**config.mk**
```make
export PLATFORM = sky130hd
export DESIGN_NAME = ppm_pulse_train_decoder_unit
export DESIGN_NICKNAME = d
export VERILOG_FILES = /design/src/sv/ppmd_pkg.sv /design/src/sv/ppmd_ctrl.sv /design/src/sv/ppmd_datapath.sv /design/src/sv/ppm_pulse_train_decoder_unit.sv
export SDC_FILE = /design/constraint.sdc
export NUM_CORES = 1
export LEC_CHECK = 0
export ABC_AREA = 1
export ABC_CLOCK_PERIOD_IN_PS = 9900
export BUFFER_PORTS_ARGS = -buffer_cell sky130_fd_sc_hd__buf_2
export CORE_ASPECT_RATIO = 1.2
export CORE_MARGIN = 2
export CORE_UTILIZATION = 60
export DETAILED_ROUTE_END_ITERATION = 10
export HOLD_SLACK_MARGIN = 0.1
export PLACE_DENSITY = 0.8
export REMOVE_ABC_BUFFERS = 1
export SLEW_MARGIN = 20
export SYNTH_ARGS = -nofsm -noshare
export SYNTH_HDL_FRONTEND = slang
export SYNTH_HIERARCHICAL = 1
export SYNTH_SLANG_ARGS = --single-unit
export TNS_END_PERCENT = 50
```
**constraint.sdc**
```tcl
create_clock -name aclk -period 9.9 [get_ports aclk]
set_input_delay 1.485 -clock aclk [delete_from_list [all_inputs] [get_ports aclk]]
set_output_delay 1.485 -clock aclk [all_outputs]
set_load 0.03 [all_outputs]
```
**src/sv/ppmd_pkg.sv**
```systemverilog
// Shared types and constants for the PPM pulse train decoder.
package ppmd_pkg;

    localparam int TIME_W    = 32;
    localparam int DELTA_W   = 16;
    localparam int STATUS_W  = 3;
    localparam int CH_IDX_W  = 4;
    localparam int CPF_W     = 4;
    localparam int APB_DW    = 32;
    localparam int APB_AW    = 4;

    typedef enum logic [STATUS_W-1:0] {
        STAT_IGNORED = 3'd0,
        STAT_IDLE    = 3'd1,
        STAT_SYNC    = 3'd2,
        STAT_STORED  = 3'd3,
        STAT_CHANNEL = 3'd4,
        STAT_LOST    = 3'd5
    } ppmd_status_t;

    typedef enum logic [1:0] {
        REG_SYNC_MIN  = 2'd0,
        REG_PULSE_MIN = 2'd1,
        REG_PULSE_MAX = 2'd2,
        REG_CPF       = 2'd3
    } ppmd_reg_t;

    typedef struct packed {
        logic capture;
        logic evaluate;
        logic put;
    } ppmd_cmd_t;

    typedef struct packed {
        logic out_free;
        logic last_put;
    } ppmd_stat_t;

endpackage

```
**src/sv/ppmd_ctrl.sv**
```systemverilog
// Controller state machine that sequences capture, evaluation and result beats.
module ppmd_ctrl
    import ppmd_pkg::*;
(
    input  logic       aclk,
    input  logic       aresetn,
    input  logic       s_valid,
    output logic       s_ready,
    input  ppmd_stat_t stat,
    output ppmd_cmd_t  cmd
);

    typedef enum logic [2:0] {
        S_IDLE = 3'b001,
        S_EVAL = 3'b010,
        S_PUT  = 3'b100
    } ppmd_state_t;

    ppmd_state_t state_reg;
    ppmd_state_t state_next;

    always_ff @(posedge aclk) begin
        if (!aresetn) begin
            state_reg <= S_IDLE;
        end else begin
            state_reg <= state_next;
        end
    end

    always_comb begin
        state_next   = state_reg;
        cmd          = '0;
        s_ready      = 1'b0;
        unique case (state_reg)
            S_IDLE: begin
                s_ready     = 1'b1;
                cmd.capture = s_valid;
                if (s_valid) begin
                    state_next = S_EVAL;
                end
            end
            S_EVAL: begin
                cmd.evaluate = 1'b1;
                state_next   = S_PUT;
            end
            S_PUT: begin
                cmd.put = stat.out_free;
                if (stat.out_free && stat.last_put) begin
                    state_next = S_IDLE;
                end
            end
            default: begin
                state_next = S_IDLE;
            end
        endcase
    end

endmodule

```
**src/sv/ppmd_datapath.sv**
```systemverilog
// Datapath holding decoder state, channel staging and the output register.
module ppmd_datapath
    import ppmd_pkg::*;
#(
    parameter int MAX_CHANNELS = 10
) (
    input  logic                 aclk,
    input  logic                 aresetn,
    input  ppmd_cmd_t            cmd,
    output ppmd_stat_t           stat,
    input  logic [TIME_W-1:0]    s_edge_time_us,
    input  logic                 s_from_ppm_pin,
    input  logic [DELTA_W-1:0]   sync_min_us,
    input  logic [DELTA_W-1:0]   pulse_min_us,
    input  logic [DELTA_W-1:0]   pulse_max_us,
    input  logic [CPF_W-1:0]     channels_per_frame,
    output logic                 m_valid,
    input  logic                 m_ready,
    output logic [STATUS_W-1:0]  m_status,
    output logic [CH_IDX_W-1:0]  m_channel_index,
    output logic [DELTA_W-1:0]   m_channel_value,
    output logic                 m_frame_last,
    output logic                 m_update_flag,
    output logic                 m_connected
);

    localparam int CNT_W = $clog2(MAX_CHANNELS + 1);
    localparam int IDX_W = (MAX_CHANNELS > 1) ? $clog2(MAX_CHANNELS) : 1;
    localparam int CMP_W = (CNT_W > CPF_W) ? CNT_W : CPF_W;

    logic [TIME_W-1:0]  in_time_reg;
    logic               in_pin_reg;
    logic [TIME_W-1:0]  prev_time_reg;
    logic               locked_reg;
    logic [CNT_W-1:0]   pulse_count_reg;
    logic [DELTA_W-1:0] staging_reg [MAX_CHANNELS];
    logic               update_seen_reg;
    logic               link_seen_reg;
    ppmd_status_t       res_status_reg;
    logic               res_multi_reg;
    logic [CNT_W-1:0]   frame_n_reg;
    logic [IDX_W-1:0]   emit_cnt_reg;
    logic               m_valid_reg;
    logic               m_valid_next;
    ppmd_status_t       m_status_reg;
    logic [CH_IDX_W-1:0] m_channel_index_reg;
    logic [DELTA_W-1:0] m_channel_value_reg;
    logic               m_frame_last_reg;
    logic               m_update_flag_reg;
    logic               m_connected_reg;

    logic [DELTA_W-1:0] delta;
    logic               is_sync;
    logic               is_pulse;
    logic [CNT_W-1:0]   slot;
    logic [CNT_W-1:0]   new_count;
    logic [CMP_W-1:0]   frame_len;
    logic               frame_full;

    assign delta    = in_time_reg[DELTA_W-1:0] - prev_time_reg[DELTA_W-1:0];
    assign is_sync  = (delta >= sync_min_us);
    assign is_pulse = (delta >= pulse_min_us) && (delta <= pulse_max_us);

    always_comb begin
        if (pulse_count_reg >= CNT_W'(MAX_CHANNELS)) begin
            slot = CNT_W'(MAX_CHANNELS - 1);
        end else begin
            slot = pulse_count_reg;
        end
        new_count = slot + CNT_W'(1);
        if (channels_per_frame == '0) begin
            frame_len = CMP_W'(1);
        end else if (CMP_W'(channels_per_frame) > CMP_W'(MAX_CHANNELS)) begin
            frame_len = CMP_W'(MAX_CHANNELS);
        end else begin
            frame_len = CMP_W'(channels_per_frame);
        end
        frame_full = (CMP_W'(new_count) >= frame_len);
    end

    assign stat.out_free = !m_valid_reg || m_ready;
    assign stat.last_put = !res_multi_reg
                           || ((CNT_W'(emit_cnt_reg) + CNT_W'(1)) == frame_n_reg);

    always_ff @(posedge aclk) begin
        if (cmd.capture) begin
            in_time_reg <= s_edge_time_us;
            in_pin_reg  <= s_from_ppm_pin;
        end
    end

    always_ff @(posedge aclk) begin
        if (!aresetn) begin
            prev_time_reg   <= '0;
            locked_reg      <= 1'b0;
            pulse_count_reg <= '0;
            update_seen_reg <= 1'b0;
            link_seen_reg   <= 1'b0;
            res_status_reg  <= STAT_IGNORED;
            res_multi_reg   <= 1'b0;
            frame_n_reg     <= '0;
            emit_cnt_reg    <= '0;
        end else if (cmd.evaluate) begin
            emit_cnt_reg  <= '0;
            res_multi_reg <= 1'b0;
            if (!in_pin_reg) begin
                res_status_reg <= STAT_IGNORED;
            end else begin
                link_seen_reg <= 1'b1;
                prev_time_reg <= in_time_reg;
                if (!locked_reg) begin
                    if (is_sync) begin
                        locked_reg      <= 1'b1;
                        pulse_count_reg <= '0;
                        update_seen_reg <= 1'b0;
                        res_status_reg  <= STAT_SYNC;
                    end else begin
                        res_status_reg <= STAT_IDLE;
                    end
                end else if (is_sync) begin
                    pulse_count_reg <= '0;
                    update_seen_reg <= 1'b1;
                    res_status_reg  <= STAT_SYNC;
                end else if (is_pulse) begin
                    if (frame_full) begin
                        pulse_count_reg <= '0;
                        res_multi_reg   <= 1'b1;
                        frame_n_reg     <= new_count;
                        res_status_reg  <= STAT_CHANNEL;
                    end else begin
                        pulse_count_reg <= new_count;
                        res_status_reg  <= STAT_STORED;
                    end
                end else begin
                    locked_reg     <= 1'b0;
                    res_status_reg <= STAT_LOST;
                end
            end
        end else if (cmd.put) begin
            emit_cnt_reg <= emit_cnt_reg + IDX_W'(1);
        end
    end

    always_ff @(posedge aclk) begin
        if (cmd.evaluate && in_pin_reg && locked_reg && !is_sync && is_pulse) begin
            staging_reg[slot[IDX_W-1:0]] <= delta;
        end
    end

    always_comb begin
        m_valid_next = m_valid_reg;
        if (cmd.put) begin
            m_valid_next = 1'b1;
        end else if (m_ready) begin
            m_valid_next = 1'b0;
        end
    end

    always_ff @(posedge aclk) begin
        if (!aresetn) begin
            m_valid_reg <= 1'b0;
        end else begin
            m_valid_reg <= m_valid_next;
        end
    end

    always_ff @(posedge aclk) begin
        if (cmd.put) begin
            m_status_reg      <= res_status_reg;
            m_update_flag_reg <= update_seen_reg;
            m_connected_reg   <= link_seen_reg;
            m_frame_last_reg  <= stat.last_put;
            if (res_multi_reg) begin
                m_channel_index_reg <= CH_IDX_W'(emit_cnt_reg);
                m_channel_value_reg <= staging_reg[emit_cnt_reg];
            end else begin
                m_channel_index_reg <= '0;
                m_channel_value_reg <= '0;
            end
        end
    end

    assign m_valid         = m_valid_reg;
    assign m_status        = m_status_reg;
    assign m_channel_index = m_channel_index_reg;
    assign m_channel_value = m_channel_value_reg;
    assign m_frame_last    = m_frame_last_reg;
    assign m_update_flag   = m_update_flag_reg;
    assign m_connected     = m_connected_reg;

    a_put_when_free: assert property (@(posedge aclk) disable iff (!aresetn)
        cmd.put |-> stat.out_free)
        else $error("Result beat loaded while the output register was still full.");

    a_single_is_last: assert property (@(posedge aclk) disable iff (!aresetn)
        (m_valid_reg && (m_status_reg != STAT_CHANNEL)) |-> m_frame_last_reg)
        else $error("A non-channel result beat was not marked as last.");

    a_index_range: assert property (@(posedge aclk) disable iff (!aresetn)
        m_valid_reg |-> (m_channel_index_reg < CH_IDX_W'(MAX_CHANNELS)))
        else $error("Channel index beyond the staging depth.");

    a_count_range: assert property (@(posedge aclk) disable iff (!aresetn)
        pulse_count_reg <= CNT_W'(MAX_CHANNELS))
        else $error("Pulse count beyond the staging depth.");

endmodule

```
**src/sv/ppm_pulse_train_decoder_unit.sv**
```systemverilog
// Top level of the PPM pulse train decoder with its APB register file.
//
//   Channel   Direction  Handshake         Payload
//   s_        in         s_valid/s_ready   edge_time_us, from_ppm_pin
//   m_        out        m_valid/m_ready   status, channel_index, channel_value,
//                                          frame_last, update_flag, connected
//   APB       in         psel/penable      sync_min_us, pulse_min_us,
//                                          pulse_max_us, channels_per_frame
//
// An edge is captured in S_IDLE and evaluated in S_EVAL, then S_PUT loads its result
// beats into the output register. The controller's beat sequencer accepts a new beat
// only once all results of the previous one are loaded into the output register.
// Reset is synchronous and active low. Control, decoder and APB registers get their
// defaults; the captured edge, channel staging and output payload are not reset.
// A low m_ready holds the sequencer while the output register is full.
module ppm_pulse_train_decoder_unit
    import ppmd_pkg::*;
#(
    parameter int MAX_CHANNELS = 10
) (
    input  logic                 aclk,
    input  logic                 aresetn,
    input  logic                 s_valid,
    output logic                 s_ready,
    input  logic [TIME_W-1:0]    s_edge_time_us,
    input  logic                 s_from_ppm_pin,
    output logic                 m_valid,
    input  logic                 m_ready,
    output logic [STATUS_W-1:0]  m_status,
    output logic [CH_IDX_W-1:0]  m_channel_index,
    output logic [DELTA_W-1:0]   m_channel_value,
    output logic                 m_frame_last,
    output logic                 m_update_flag,
    output logic                 m_connected,
    input  logic                 psel,
    input  logic                 penable,
    input  logic                 pwrite,
    input  logic [APB_AW-1:0]    paddr,
    input  logic [APB_DW-1:0]    pwdata,
    output logic [APB_DW-1:0]    prdata,
    output logic                 pready
);

    logic [DELTA_W-1:0] sync_min_reg;
    logic [DELTA_W-1:0] pulse_min_reg;
    logic [DELTA_W-1:0] pulse_max_reg;
    logic [CPF_W-1:0]   cpf_reg;
    logic               cfg_write;
    ppmd_reg_t          reg_sel;
    ppmd_cmd_t          cmd;
    ppmd_stat_t         stat;

    assign pready    = 1'b1;
    assign cfg_write = psel && penable && pwrite;
    assign reg_sel   = ppmd_reg_t'(paddr[3:2]);

    always_ff @(posedge aclk) begin
        if (!aresetn) begin
            sync_min_reg  <= DELTA_W'(2200);
            pulse_min_reg <= DELTA_W'(950);
            pulse_max_reg <= DELTA_W'(2050);
            cpf_reg       <= CPF_W'(8);
        end else if (cfg_write) begin
            unique case (reg_sel)
                REG_SYNC_MIN:  sync_min_reg  <= pwdata[DELTA_W-1:0];
                REG_PULSE_MIN: pulse_min_reg <= pwdata[DELTA_W-1:0];
                REG_PULSE_MAX: pulse_max_reg <= pwdata[DELTA_W-1:0];
                REG_CPF:       cpf_reg       <= pwdata[CPF_W-1:0];
                default: begin
                end
            endcase
        end
    end

    always_comb begin
        unique case (reg_sel)
            REG_SYNC_MIN:  prdata = APB_DW'(sync_min_reg);
            REG_PULSE_MIN: prdata = APB_DW'(pulse_min_reg);
            REG_PULSE_MAX: prdata = APB_DW'(pulse_max_reg);
            REG_CPF:       prdata = APB_DW'(cpf_reg);
            default:       prdata = '0;
        endcase
    end

    ppmd_ctrl u_ctrl (
        .aclk    (aclk),
        .aresetn (aresetn),
        .s_valid (s_valid),
        .s_ready (s_ready),
        .stat    (stat),
        .cmd     (cmd)
    );

    ppmd_datapath #(
        .MAX_CHANNELS (MAX_CHANNELS)
    ) u_datapath (
        .aclk               (aclk),
        .aresetn            (aresetn),
        .cmd                (cmd),
        .stat               (stat),
        .s_edge_time_us     (s_edge_time_us),
        .s_from_ppm_pin     (s_from_ppm_pin),
        .sync_min_us        (sync_min_reg),
        .pulse_min_us       (pulse_min_reg),
        .pulse_max_us       (pulse_max_reg),
        .channels_per_frame (cpf_reg),
        .m_valid            (m_valid),
        .m_ready            (m_ready),
        .m_status           (m_status),
        .m_channel_index    (m_channel_index),
        .m_channel_value    (m_channel_value),
        .m_frame_last       (m_frame_last),
        .m_update_flag      (m_update_flag),
        .m_connected        (m_connected)
    );

endmodule
```
==> results of run 1 <==
how the worst max path moves through the flow:
stage	slack, ns	cells past startpoint	endpoint	startpoint
after floorplan	4.57	7	u_datapath/emit_cnt_reg[1]	m_ready
after global placement	4.94	19	u_datapath/staging_reg[6][6]	u_datapath/in_time_reg[0]
after detailed placement	4.73	19	u_datapath/staging_reg[6][6]	u_datapath/in_time_reg[0]
after CTS	4.72	19	u_datapath/staging_reg[6][0]	u_datapath/in_time_reg[0]
after global routing	4.63	19	u_datapath/staging_reg[1][10]	u_datapath/in_time_reg[0]
final	4.98	21	u_datapath/staging_reg[1][9]	u_datapath/in_time_reg[0]
layer usage:
metal / global-route usage / share of wire
met4: 0.125 / 0.050
met2: 0.440 / 0.49
met5: 0 / 0
met3: 0.0332 / 0.069
met1: 0.311 / 0.39
layout make-up:
type	count	area, µm²	share of cell area
sequential	294	7920	0.503
multi-input combinational	913	5240	0.333
clock buffer	30	687	0.0436
inverter	190	713	0.0453
clock inverter	20	243	0.0154
tap	315	394	0.0250
timing repair buffer	101	546	0.0346
per-stage QoR:
step | util | total power (µW) | instance area, µm² | hold WS (ns)
2_1_floorplan | - | 1610 | 13800 | 0.409
3_3_place_gp | 0.636 | 1710 | 14800 | 0.416
3_5_place_dp | 0.637 | 1730 | 14800 | 0.417
4_1_cts | 0.677 | 2810 | 15700 | 0.433
5_1_grt | 0.679 | 2900 | 15700 | 0.454
6_report | 0.679 | 2800 | 15700 | 0.433
power by group through the flow:
stage / Combinational (µW) / Sequential (µW) / Clock (µW)
5_1_grt: 379 / 1370 / 1150
6_report: 340 / 1370 / 1090
2_1_floorplan: 221 / 1390 / 0
4_1_cts: 335 / 1370 / 1100
3_3_place_gp: 317 / 1390 / 0
3_5_place_dp: 332 / 1390 / 0
cells in the mapped netlist (all sizes together), types with 2 or more instances:
library cell,number,area (µm²)
edfxtp,203,6100
nand4,11,68.8
dfxtp,91,1820
nor2,142,593
clkbuf,21,82.6
o21a,2,15.0
nor3,7,45.0
a21o,3,22.5
xor2,12,105
xnor2,8,70.1
o21bai,4,30.0
nand3,91,518
conb,2,7.51
inv,190,713
o21ai,110,554
nand2,255,1000
a21oi,118,598
ha,72,901
o31ai,2,15.0
mux2i,32,320
o211ai,18,135
buf,55,374
cells by family (layout without fill, tap and decap cells):
group | Yosys count | after routing | synth area share
simple gates | 508 | 508 | 0.158
mux | 32 | 32 | 0.0226
flops | 294 | 294 | 0.558
xor+xnor | 20 | 20 | 0.0123
compound gates | 262 | 262 | 0.101
other cells | 2 | 17 | 0.000529
buf+inv | 266 | 341 | 0.0824
fa+ha+maj | 74 | 74 | 0.0656
==> impl_results.md, run 1 <==
- Worst Hold Depth: 0
- Worst Path Buf+Inv: 3
- Synth cell types: 46
- Clock H-tree levels: 1
- Mean area per synthesized cell: between 9 and 10 µm²
- Maximum clock rate: 203 MHz
- Slew HR: 0.252
- Setup ws final: 4.98 ns
- Placed Instances: 1813
- RSZ-0062 raised after global routing: no
- Core Area: roughly 23000 µm²
- FF-to-FF path depth: 21
- Die width: around 140 µm
- Reg2reg end: u_datapath/staging_reg[1][9]
- CP Cell Sequence: inv_1, ha_1, inv_1, fa_1, nand3_1, nand2_1, a21boi_2, o21bai_1, nand3_1, nand2_1, xor2_1, inv_1, ha_1, nand4_1, nor3_1, nand2_1, nand2_2, nand2_2, nor2_4, nand2_2, nor2_2
- Fill count: ~1.8k
- Worst setup EP type: register
- Clock share of power: 0.390
- Pin count of the biggest net entering global routing: slightly below 90
- Vias: between 10k and 15k
- I/O Buffers: 85
- Avg WL per Cell: about 17 µm
- Die area: around 25000 µm²
- TritonRoute pass-1 iters: 7
- Power Density: approximately 180 nW/µm²
- Final ANT Viol Nets: 0
- Gr ovfl total: 0
- GRT Overall Usage: 0.253
- CTS hold repair buffers: 0
- Final Hold Fails: 0
- Final nets: between 1.5k and 2k
- Gp weighted congestion: roughly 0.85
- Max reg flops: 160
- Crit path max-delay family: simple AND/OR/NAND/NOR gates
- Sequential share of the synthesized area: 0.558
- Clock Skews: around 0.013 ns
- Status: finished clean
- CTS tree: yes
- Highest-delay cell along the critical path: nor2_2
- Commonest non-fill, non-tap cell in the layout: nand2_1
- Worst r2r src: u_datapath/in_time_reg[0]
- Worst-path maximum fanout: 16
- Post-CTS Resized: 0
- Logic pwr share: 0.122
- LEAKAGE: ~0.0064 µW
- Number of max-cap violations: 0
- # rows: between 60 and 70
- Top FF cell, synth: edfxtp_1
- Peak VDD IR: 0.000161 V
- Worst EP required: about 10 ns
- Inserted Clock Buffers: 27
- Initial DRC Count: ~750
- P&R area growth vs syn: 11.0%
- Syn Inst Count: ~1.5k
- Cell Count, Final, Fillers Out: about 1.9k
- Register share of total power: 0.488
- Post-synth EDFFs: a little over 200
- Setup bufs post-CTS: 0
- Worst slew pin tran: about 1.1 ns
- Final Cycle Share: 0.497
- First-pass GRT wire length: a little under 50 mm
- Dpl ws: about 4.7 ns
- Post-Route WL: around 31 mm
- Crit path launch type: register
- Starting density of the core: 0.612
- DR vias/cell: ~5.6
- Yosys reg bits: ~290
- Worst-Skew Late Latency: 0.55 ns
- Internal power: 2100 µW
- CP arrival: a little over 5 ns
- Switching power: roughly 700 µW
- Yosys Warn Count: 6
- Crit path kind: register to register
- CP max stage delay: 0.85 ns
- Initial antenna violation count: 0
- Final slew viol count: 0
- Die H: 172 µm
- Residual DRC: 0
- Worst Hold Class: register to register
- Hpwl dp: just under 20 mm
- Asr flop ratio synth: 0
- Minimum clock period: 4.92 ns
- Antenna diodes: 0
- Worst Hold End: u_datapath/m_connected
- Root Buffer: clkbuf_16
- Synthesized cell area: between 10000 and 15000 µm²
- Highest-count cells in the layout ignoring fill and taps: nand2_1 (240), edfxtp_1 (203), inv_1 (182), nor2_1 (125), a21oi_1 (116)
- Share of layout cells above drive strength 1: 0.134
- # IOs: around 140
- Vias in the first global route: around 10k
- Setup_tns: 0 ns
- Final setup vio count: 0
- Reg clk slew, reported paths: roughly 0.060 ns
- Sw frac: 0.251
- Setup slack, reg-to-reg: between 4 and 5 ns
- CTS Sinks: between 200 and 300
- Hold Startpoint: u_datapath/link_seen_reg
- Clock buffer depth: 3
Note: power is estimated with default switching activity, not from simulation.
==> inputs of run 2 (changes only) <==
--- a/config.mk
+++ b/config.mk
@@ -5,15 +5,15 @@
 export SDC_FILE = /design/constraint.sdc
 export NUM_CORES = 1
 export LEC_CHECK = 0
-export ABC_AREA = 1
-export ABC_CLOCK_PERIOD_IN_PS = 9900
+export ABC_AREA = 0
+export ABC_CLOCK_PERIOD_IN_PS = 3950
 export BUFFER_PORTS_ARGS = -buffer_cell sky130_fd_sc_hd__buf_2
 export CORE_ASPECT_RATIO = 1.2
 export CORE_MARGIN = 2
-export CORE_UTILIZATION = 60
+export CORE_UTILIZATION = 54
 export DETAILED_ROUTE_END_ITERATION = 10
 export HOLD_SLACK_MARGIN = 0.1
-export PLACE_DENSITY = 0.8
+export PLACE_DENSITY = 0.76
 export REMOVE_ABC_BUFFERS = 1
 export SLEW_MARGIN = 20
 export SYNTH_ARGS = -nofsm -noshare
==> constraint.sdc (replaced) <==
create_clock -name aclk -period 3.95 [get_ports aclk]
set_input_delay 0.5925 -clock aclk [delete_from_list [all_inputs] [get_ports aclk]]
set_output_delay 0.5925 -clock aclk [all_outputs]
set_load 0.03 [all_outputs]
==> impl_results.md, run 2 <==
- Final setup vio count: 173
- Max reg flops: 160
- Setup_tns: -83.25 ns
- Die H: ~180 µm
- Final Hold Fails: 0
- Worst setup path endpoint: u_datapath/staging_reg[7][5]
- Worst r2r src: u_datapath/in_time_reg[1]
- Share of layout cells above drive strength 1: 0.256
- FF-to-FF path depth: 20
- Status: finished with violations
- RSZ-0062 raised after global routing: yes
- Final slew viol count: 0
- Setup slack, reg-to-reg: -0.57 ns
- Syn Inst Count: 1080
- Die width: 150 µm
- Initial antenna violation count: 0
- Antenna diodes: 0
- TritonRoute pass-1 iters: 5
- # rows: between 60 and 70
- Clock share of power: 0.392
- DR vias/cell: 5.57
- Die area: 26800 µm²
- Layer with the highest usage: met2
- Synth top area cells: edfxtp_1 (44%), dfxtp_1 (13%), ha_1 (6.6%)
- Synth cell count leaders: edfxtp_1 (203), nand2_1 (140), dfxtp_1 (91)
- Highest-count cells in the layout ignoring fill and taps: edfxtp_1 (203), nand2_1 (140), buf_4 (100), dfxtp_1 (90), buf_2 (85)
- Final Cycle Share: 1.14
- Worst Hold Class: input pin to register
- Vias in the first global route: roughly 9.0k
- Setup ws final: -0.567 ns
- Failing checks: negative setup slack
- Final nets: roughly 1.4k
- Crit path kind: register to register
- Inserted Clock Buffers: 28
- Worst slew pin tran: approximately 0.83 ns
- Root Buffer: clkbuf_16
- Yosys Warn Count: 6
- GR Util met3: 0.0318
- Post-Route WL: 31.1 mm
- Met2 usage: 0.416
- Peak VDD IR: 0.000386 V
- Initial DRC Count: 574
- # IOs: about 140
- Logic pwr share: 0.118
- Internal power: around 5300 µW
- CP arrival: between 4 and 5 ns
- CTS Sinks: approximately 300
- Sequential share of the synthesized area: 0.576
- Clock Skews: roughly 0.010 ns
- Setup crit start: u_datapath/in_time_reg[1]
- Register share of total power: 0.490
- Dpl ws: -0.713 ns
- Tot Pwr: 6890 µW
- Vias: about 9.0k
- Reg2reg end: u_datapath/staging_reg[7][5]
- Maximum clock rate: around 220 MHz
- Starting density of the core: 0.543
- Clock H-tree levels: 1
- CP max stage delay: around 0.56 ns
- Minimum clock period: 4.52 ns
- CP Cell Sequence: ha_1, nor2b_1, o31ai_2, buf_4, a211o_1, a31oi_1, o21a_1, nor2_2, xnor2_2, buf_4, ha_1, nand2_1, o21ai_1, a311o_1, nor3_2, or4_4, nor2_4, buf_6, and4_4, bufbuf_16
- Synthesized cell area: between 10000 and 15000 µm²
- Yosys top cell area share: 0.443
- Worst EP required: 4.21 ns
- Crit path launch type: register
- CTS hold repair buffers: 0
- Asr flop ratio synth: 0
- Mean area per synthesized cell: between 10 and 15 µm²
- Residual DRC: 0
- Switching power: about 1600 µW
- GRT Overall Usage: 0.238
- Gp weighted congestion: just over 0.9
- Avg WL per Cell: 19.3 µm
- Yosys reg bits: 294
- Post-synth EDFFs: 203
- Final ANT Viol Nets: 0
- GRT met1 Usage: 0.301
- Cell type with the largest total area after synthesis: edfxtp_1
- Sw frac: 0.235
- Top-count cell post-synth: edfxtp_1
- Placement-stage cell area: ~15000 µm²
- Reg clk slew, reported paths: around 0.060 ns
- LEAKAGE: 0.00645 µW
- Pin count of the biggest net entering global routing: 50
- Worst-path maximum fanout: 8
- Worst-Skew Late Latency: about 0.54 ns
- Synth cell types: 64
- Highest-delay cell along the critical path: or4_4
- Number of max-cap violations: 0
- Hold_ws: approximately 0.23 ns
- Worst setup EP type: register
- Clock buffer depth: 3
- P&R area growth vs syn: 18.9%
- Commonest non-fill, non-tap cell in the layout: edfxtp_1
- Core Area: 25300 µm²
- Power Density: between 400 and 500 nW/µm²
- Slew HR: 0.447
- Top FF cell, synth: edfxtp_1
- First-pass GRT wire length: slightly below 50 mm
- Finished Cell Area: between 15000 and 20000 µm²
- Hpwl dp: around 22 mm
- CTS tree: yes
- Gr ovfl total: 0
- I/O Buffers: between 80 and 90
-- run 2: kinds of logic after synthesis --
family,synth area share
other cells,0.000546
compound gates,0.0663
fa+ha+maj,0.0677
flops,0.576
buf+inv,0.0471
mux,0.132
xor+xnor,0.0140
simple gates,0.0960
-- run 2: layout make-up --
type	instances	area, µm²
flip-flops and latches	294	7920
multi-input cells	659	5360
inverters	78	293
clock inverters	12	149
clock buffers	40	777
well taps	330	413
fillers	1889	8950
repair buffers	198	1450
-- run 2: power groups by stage --
stage / Combinational, µW / Sequential [µW] / Clock [µW]
after CTS: 800 / 3380 / 2740
final: 813 / 3380 / 2700
after global routing: 889 / 3380 / 2870
after detailed placement: 756 / 3450 / 0
after floorplan: 381 / 3440 / 0
after global placement: 733 / 3450 / 0
-- run 2: worst min-delay path by stage --
| stage | to | from | slack (ns) | cells after the start |
|---|---|---|---|---|
| finish | u_datapath/in_time_reg[2] | s_edge_time_us[2] | 0.23 | 1 |
| global route | u_datapath/in_time_reg[0] | s_edge_time_us[0] | 0.21 | 1 |
| CTS | u_datapath/in_time_reg[8] | s_edge_time_us[8] | 0.21 | 1 |
| detailed placement | u_datapath/m_connected | u_datapath/link_seen_reg | 0.43 | 0 |
| global placement | u_datapath/m_connected | u_datapath/link_seen_reg | 0.42 | 0 |
| floorplan | u_datapath/m_update_flag | u_datapath/update_seen_reg | 0.40 | 0 |
-- run 2: worst max-delay path: cells and delay by family (launching register included) --
| family | cells | cell delay, ns |
|---|---|---|
| compound gates | 6 | 1.08 |
| xor+xnor | 1 | 0.13 |
| flops | 1 | 0.44 |
| buf+inv | 4 | 0.69 |
| fa+ha+maj | 2 | 0.61 |
| simple gates | 7 | 1.27 |
-- run 2: metrics by stage --
stage / util / std cells
after floorplan: - / 1031
after global placement: 0.600 / 1549
after detailed placement: 0.600 / 1549
after CTS: 0.645 / 1610
after global routing: 0.646 / 1611
final: 0.646 / 1611
-- run 2: timing repair --
action / in CTS / in global routing
buffers inserted: 7 / 0
resized for setup: 25 / 7
pin swaps: 10 / 6
setup endpoints to repair: 174 / 174
cloned: 2 / 1
-- run 2: metal layers --
layer,vias to the layer above,routed length (µm)
li1,4257,-
met1,4369,12700
met2,279,15500
met3,70,1610
met4,0,1260
met5,-,0
==> inputs of run 3 (changes only) <==
--- a/config.mk
+++ b/config.mk
@@ -8,12 +8,14 @@
 export ABC_AREA = 0
 export ABC_CLOCK_PERIOD_IN_PS = 3950
 export BUFFER_PORTS_ARGS = -buffer_cell sky130_fd_sc_hd__buf_2
+export CELL_PAD_IN_SITES_DETAIL_PLACEMENT = 0
+export CELL_PAD_IN_SITES_GLOBAL_PLACEMENT = 1
 export CORE_ASPECT_RATIO = 1.2
 export CORE_MARGIN = 2
-export CORE_UTILIZATION = 54
+export CORE_UTILIZATION = 44
 export DETAILED_ROUTE_END_ITERATION = 10
-export HOLD_SLACK_MARGIN = 0.1
-export PLACE_DENSITY = 0.76
+export HOLD_SLACK_MARGIN = 0.03
+export PLACE_DENSITY = 0.75
 export REMOVE_ABC_BUFFERS = 1
 export SLEW_MARGIN = 20
 export SYNTH_ARGS = -nofsm -noshare
==> impl_results.md, run 3 (synthesis results as in run 2) <==
- Slew HR: 0.495
- Worst slew pin tran: approximately 0.76 ns
- Worst EP required: between 4 and 5 ns
- Starting density of the core: 0.449
- TritonRoute pass-1 iters: 5
- Antenna diodes: 0
- Vias: approximately 8.9k
- Failing checks: negative setup slack
- Maximum clock rate: between 200 and 250 MHz
- Setup_tns: -93.68 ns
- Number of max-cap violations: 0
- Peak VDD IR: ~0.00034 V
- Register share of total power: 0.479
- Cell Count, Final, Fillers Out: approximately 1.7k
- Final nets: about 1.4k
- Residual DRC: 0
- Max reg flops: 160
- Power Density: around 420 nW/µm²
- Placed Instances: around 1.6k
- Die area: between 30000 and 40000 µm²
- Dpl ws: -0.785 ns
- # IOs: ~140
- CP arrival: 4.85 ns
- Switching power: approximately 1600 µW
- Clock share of power: 0.401
- Minimum clock period: approximately 4.6 ns
- CTS tree: yes
- Worst-Skew Late Latency: 0.55 ns
- Finished Cell Area: 16600 µm²
- Reg clk slew, reported paths: ~0.060 ns
- Root Buffer: clkbuf_16
- Pin count of the biggest net entering global routing: 38
- Placement-stage cell area: between 15000 and 20000 µm²
- Internal power: roughly 5400 µW
- Vias in the first global route: around 9k
- P&R area growth vs syn: 21.0%
- Commonest non-fill, non-tap cell in the layout: edfxtp_1
- Final ANT Viol Nets: 0
- DR vias/cell: between 5 and 6
- I/O Buffers: 85
- Die width: 165 µm
- Final slew viol count: 0
- Worst Hold Class: input pin to register
- Clock buffer depth: 3
- Crit path launch type: register
- Post-Route WL: between 30 and 40 mm
- Inserted Clock Buffers: 29
- Initial DRC Count: slightly below 600
- Share of layout cells above drive strength 1: 0.276
- Gr ovfl total: 0
- Final Cycle Share: 1.16
- Highest-count cells in the layout ignoring fill and taps: edfxtp_1 (203), nand2_1 (140), buf_4 (108), dfxtp_1 (90), buf_2 (85)
- Worst setup EP type: register
- Setup ws final: -0.636 ns
- Gp weighted congestion: around 0.86
- Die H: between 150 and 200 µm
- # rows: 70
- Final setup vio count: 173
- Crit path kind: register to register
- First-pass GRT wire length: 49.3 mm
- Logic pwr share: 0.119
- Worst-path maximum fanout: 8
- Final Hold Fails: 0
- Clock H-tree levels: 1
- Avg WL per Cell: 18.8 µm
- Clock Skews: 0.0238 ns
- LEAKAGE: about 0.0065 µW
- Tot Pwr: 7050 µW
- RSZ-0062 raised after global routing: yes
- Initial antenna violation count: 0
- CTS Sinks: a little under 300
- Core Area: between 30000 and 40000 µm²
- Status: finished with violations
- Fill count: between 2k and 3k
- Hpwl dp: about 23 mm
- Sw frac: 0.231
- GRT Overall Usage: 0.197
==> run 3: cell count changes in the layout (fill, tap and decap cells not counted), sizes merged <==
cell,delta
bufinv,+2
buf,+11
clkinv,+1
clkinvlp,+1
bufbuf,-1
clkbuf,-3
==> run 3: path summary, 6_finish.rpt <==
kind / startpoint / end / slack (ns) / cells after the start
min reg2reg: u_datapath/link_seen_reg / u_datapath/m_connected / 0.43 / 0
max reg2reg: u_datapath/in_time_reg[0] / u_datapath/staging_reg[3][0] / -0.64 / 24
max: u_datapath/in_time_reg[0] / u_datapath/staging_reg[3][0] / -0.64 / 24
min: s_edge_time_us[12] / u_datapath/in_time_reg[12] / 0.23 / 1
==> run 3: repair_timing <==
item,CTS,global route
pin swaps,9,2
setup buffers,11,2
hold buffers,0,0
endpoints found under the setup margin,174,174
cloned,2,1
resized for setup,39,14
==> run 3: routing by layer <==
| layer | vias up | global-route usage | share of wire |
|---|---|---|---|
| met5 | - | 0 | 0 |
| met4 | 0 | 0.0706 | 0.032 |
| met3 | 56 | 0.0233 | 0.043 |
| met2 | 236 | 0.338 | 0.50 |
| met1 | 4337 | 0.258 | 0.42 |
| li1 | 4275 | - | - |
==> run 3: layout make-up <==
cell class                      count  area [µm²]  share of cell area
Clock inverter                     16         201              0.0121
Timing Repair Buffer              208        1520              0.0915
Inverter                           78         293              0.0176
Tap cell                          396         495              0.0298
Sequential cell                   294        7920               0.476
Clock buffer                       37         776              0.0466
Multi-Input combinational cell    659        5430               0.326
==> run 3: critical path, stage by stage (launching register included) <==
cell and delay [ns]:
edfxtp_1 0.39, inv_1 0.08, ha_2 0.18, inv_2 0.04, fa_2 0.33, a21o_1 0.17
a21oi_2 0.15, buf_4 0.13, o21bai_1 0.06, a21oi_2 0.16, o21ai_1 0.12, xor2_2 0.29
ha_1 0.29, nand4_1 0.12, buf_4 0.13, buf_4 0.09, buf_4 0.09, a2111o_1 0.09
a21oi_1 0.08, or4_4 0.52, nor2_4 0.12, buf_6 0.13, buf_6 0.10, and4_4 0.26
clkbuf_16 0.16
==> run 3: power groups by stage <==
| stage | clock network, µW | registers (µW) | logic (µW) |
|---|---|---|---|
| detailed placement | 0 | 3450 | 773 |
| global placement | 0 | 3450 | 756 |
| global route | 2980 | 3380 | 928 |
| CTS | 2880 | 3380 | 831 |
| floorplan | 0 | 3440 | 381 |
| finish | 2830 | 3380 | 841 |
==> run 3: metrics by stage <==
step                       util  hold WS (ns)
after floorplan               -         0.402
after global placement    0.500         0.421
after detailed placement  0.500         0.417
after CTS                 0.540         0.209
after global routing      0.543         0.217
final                     0.543         0.228
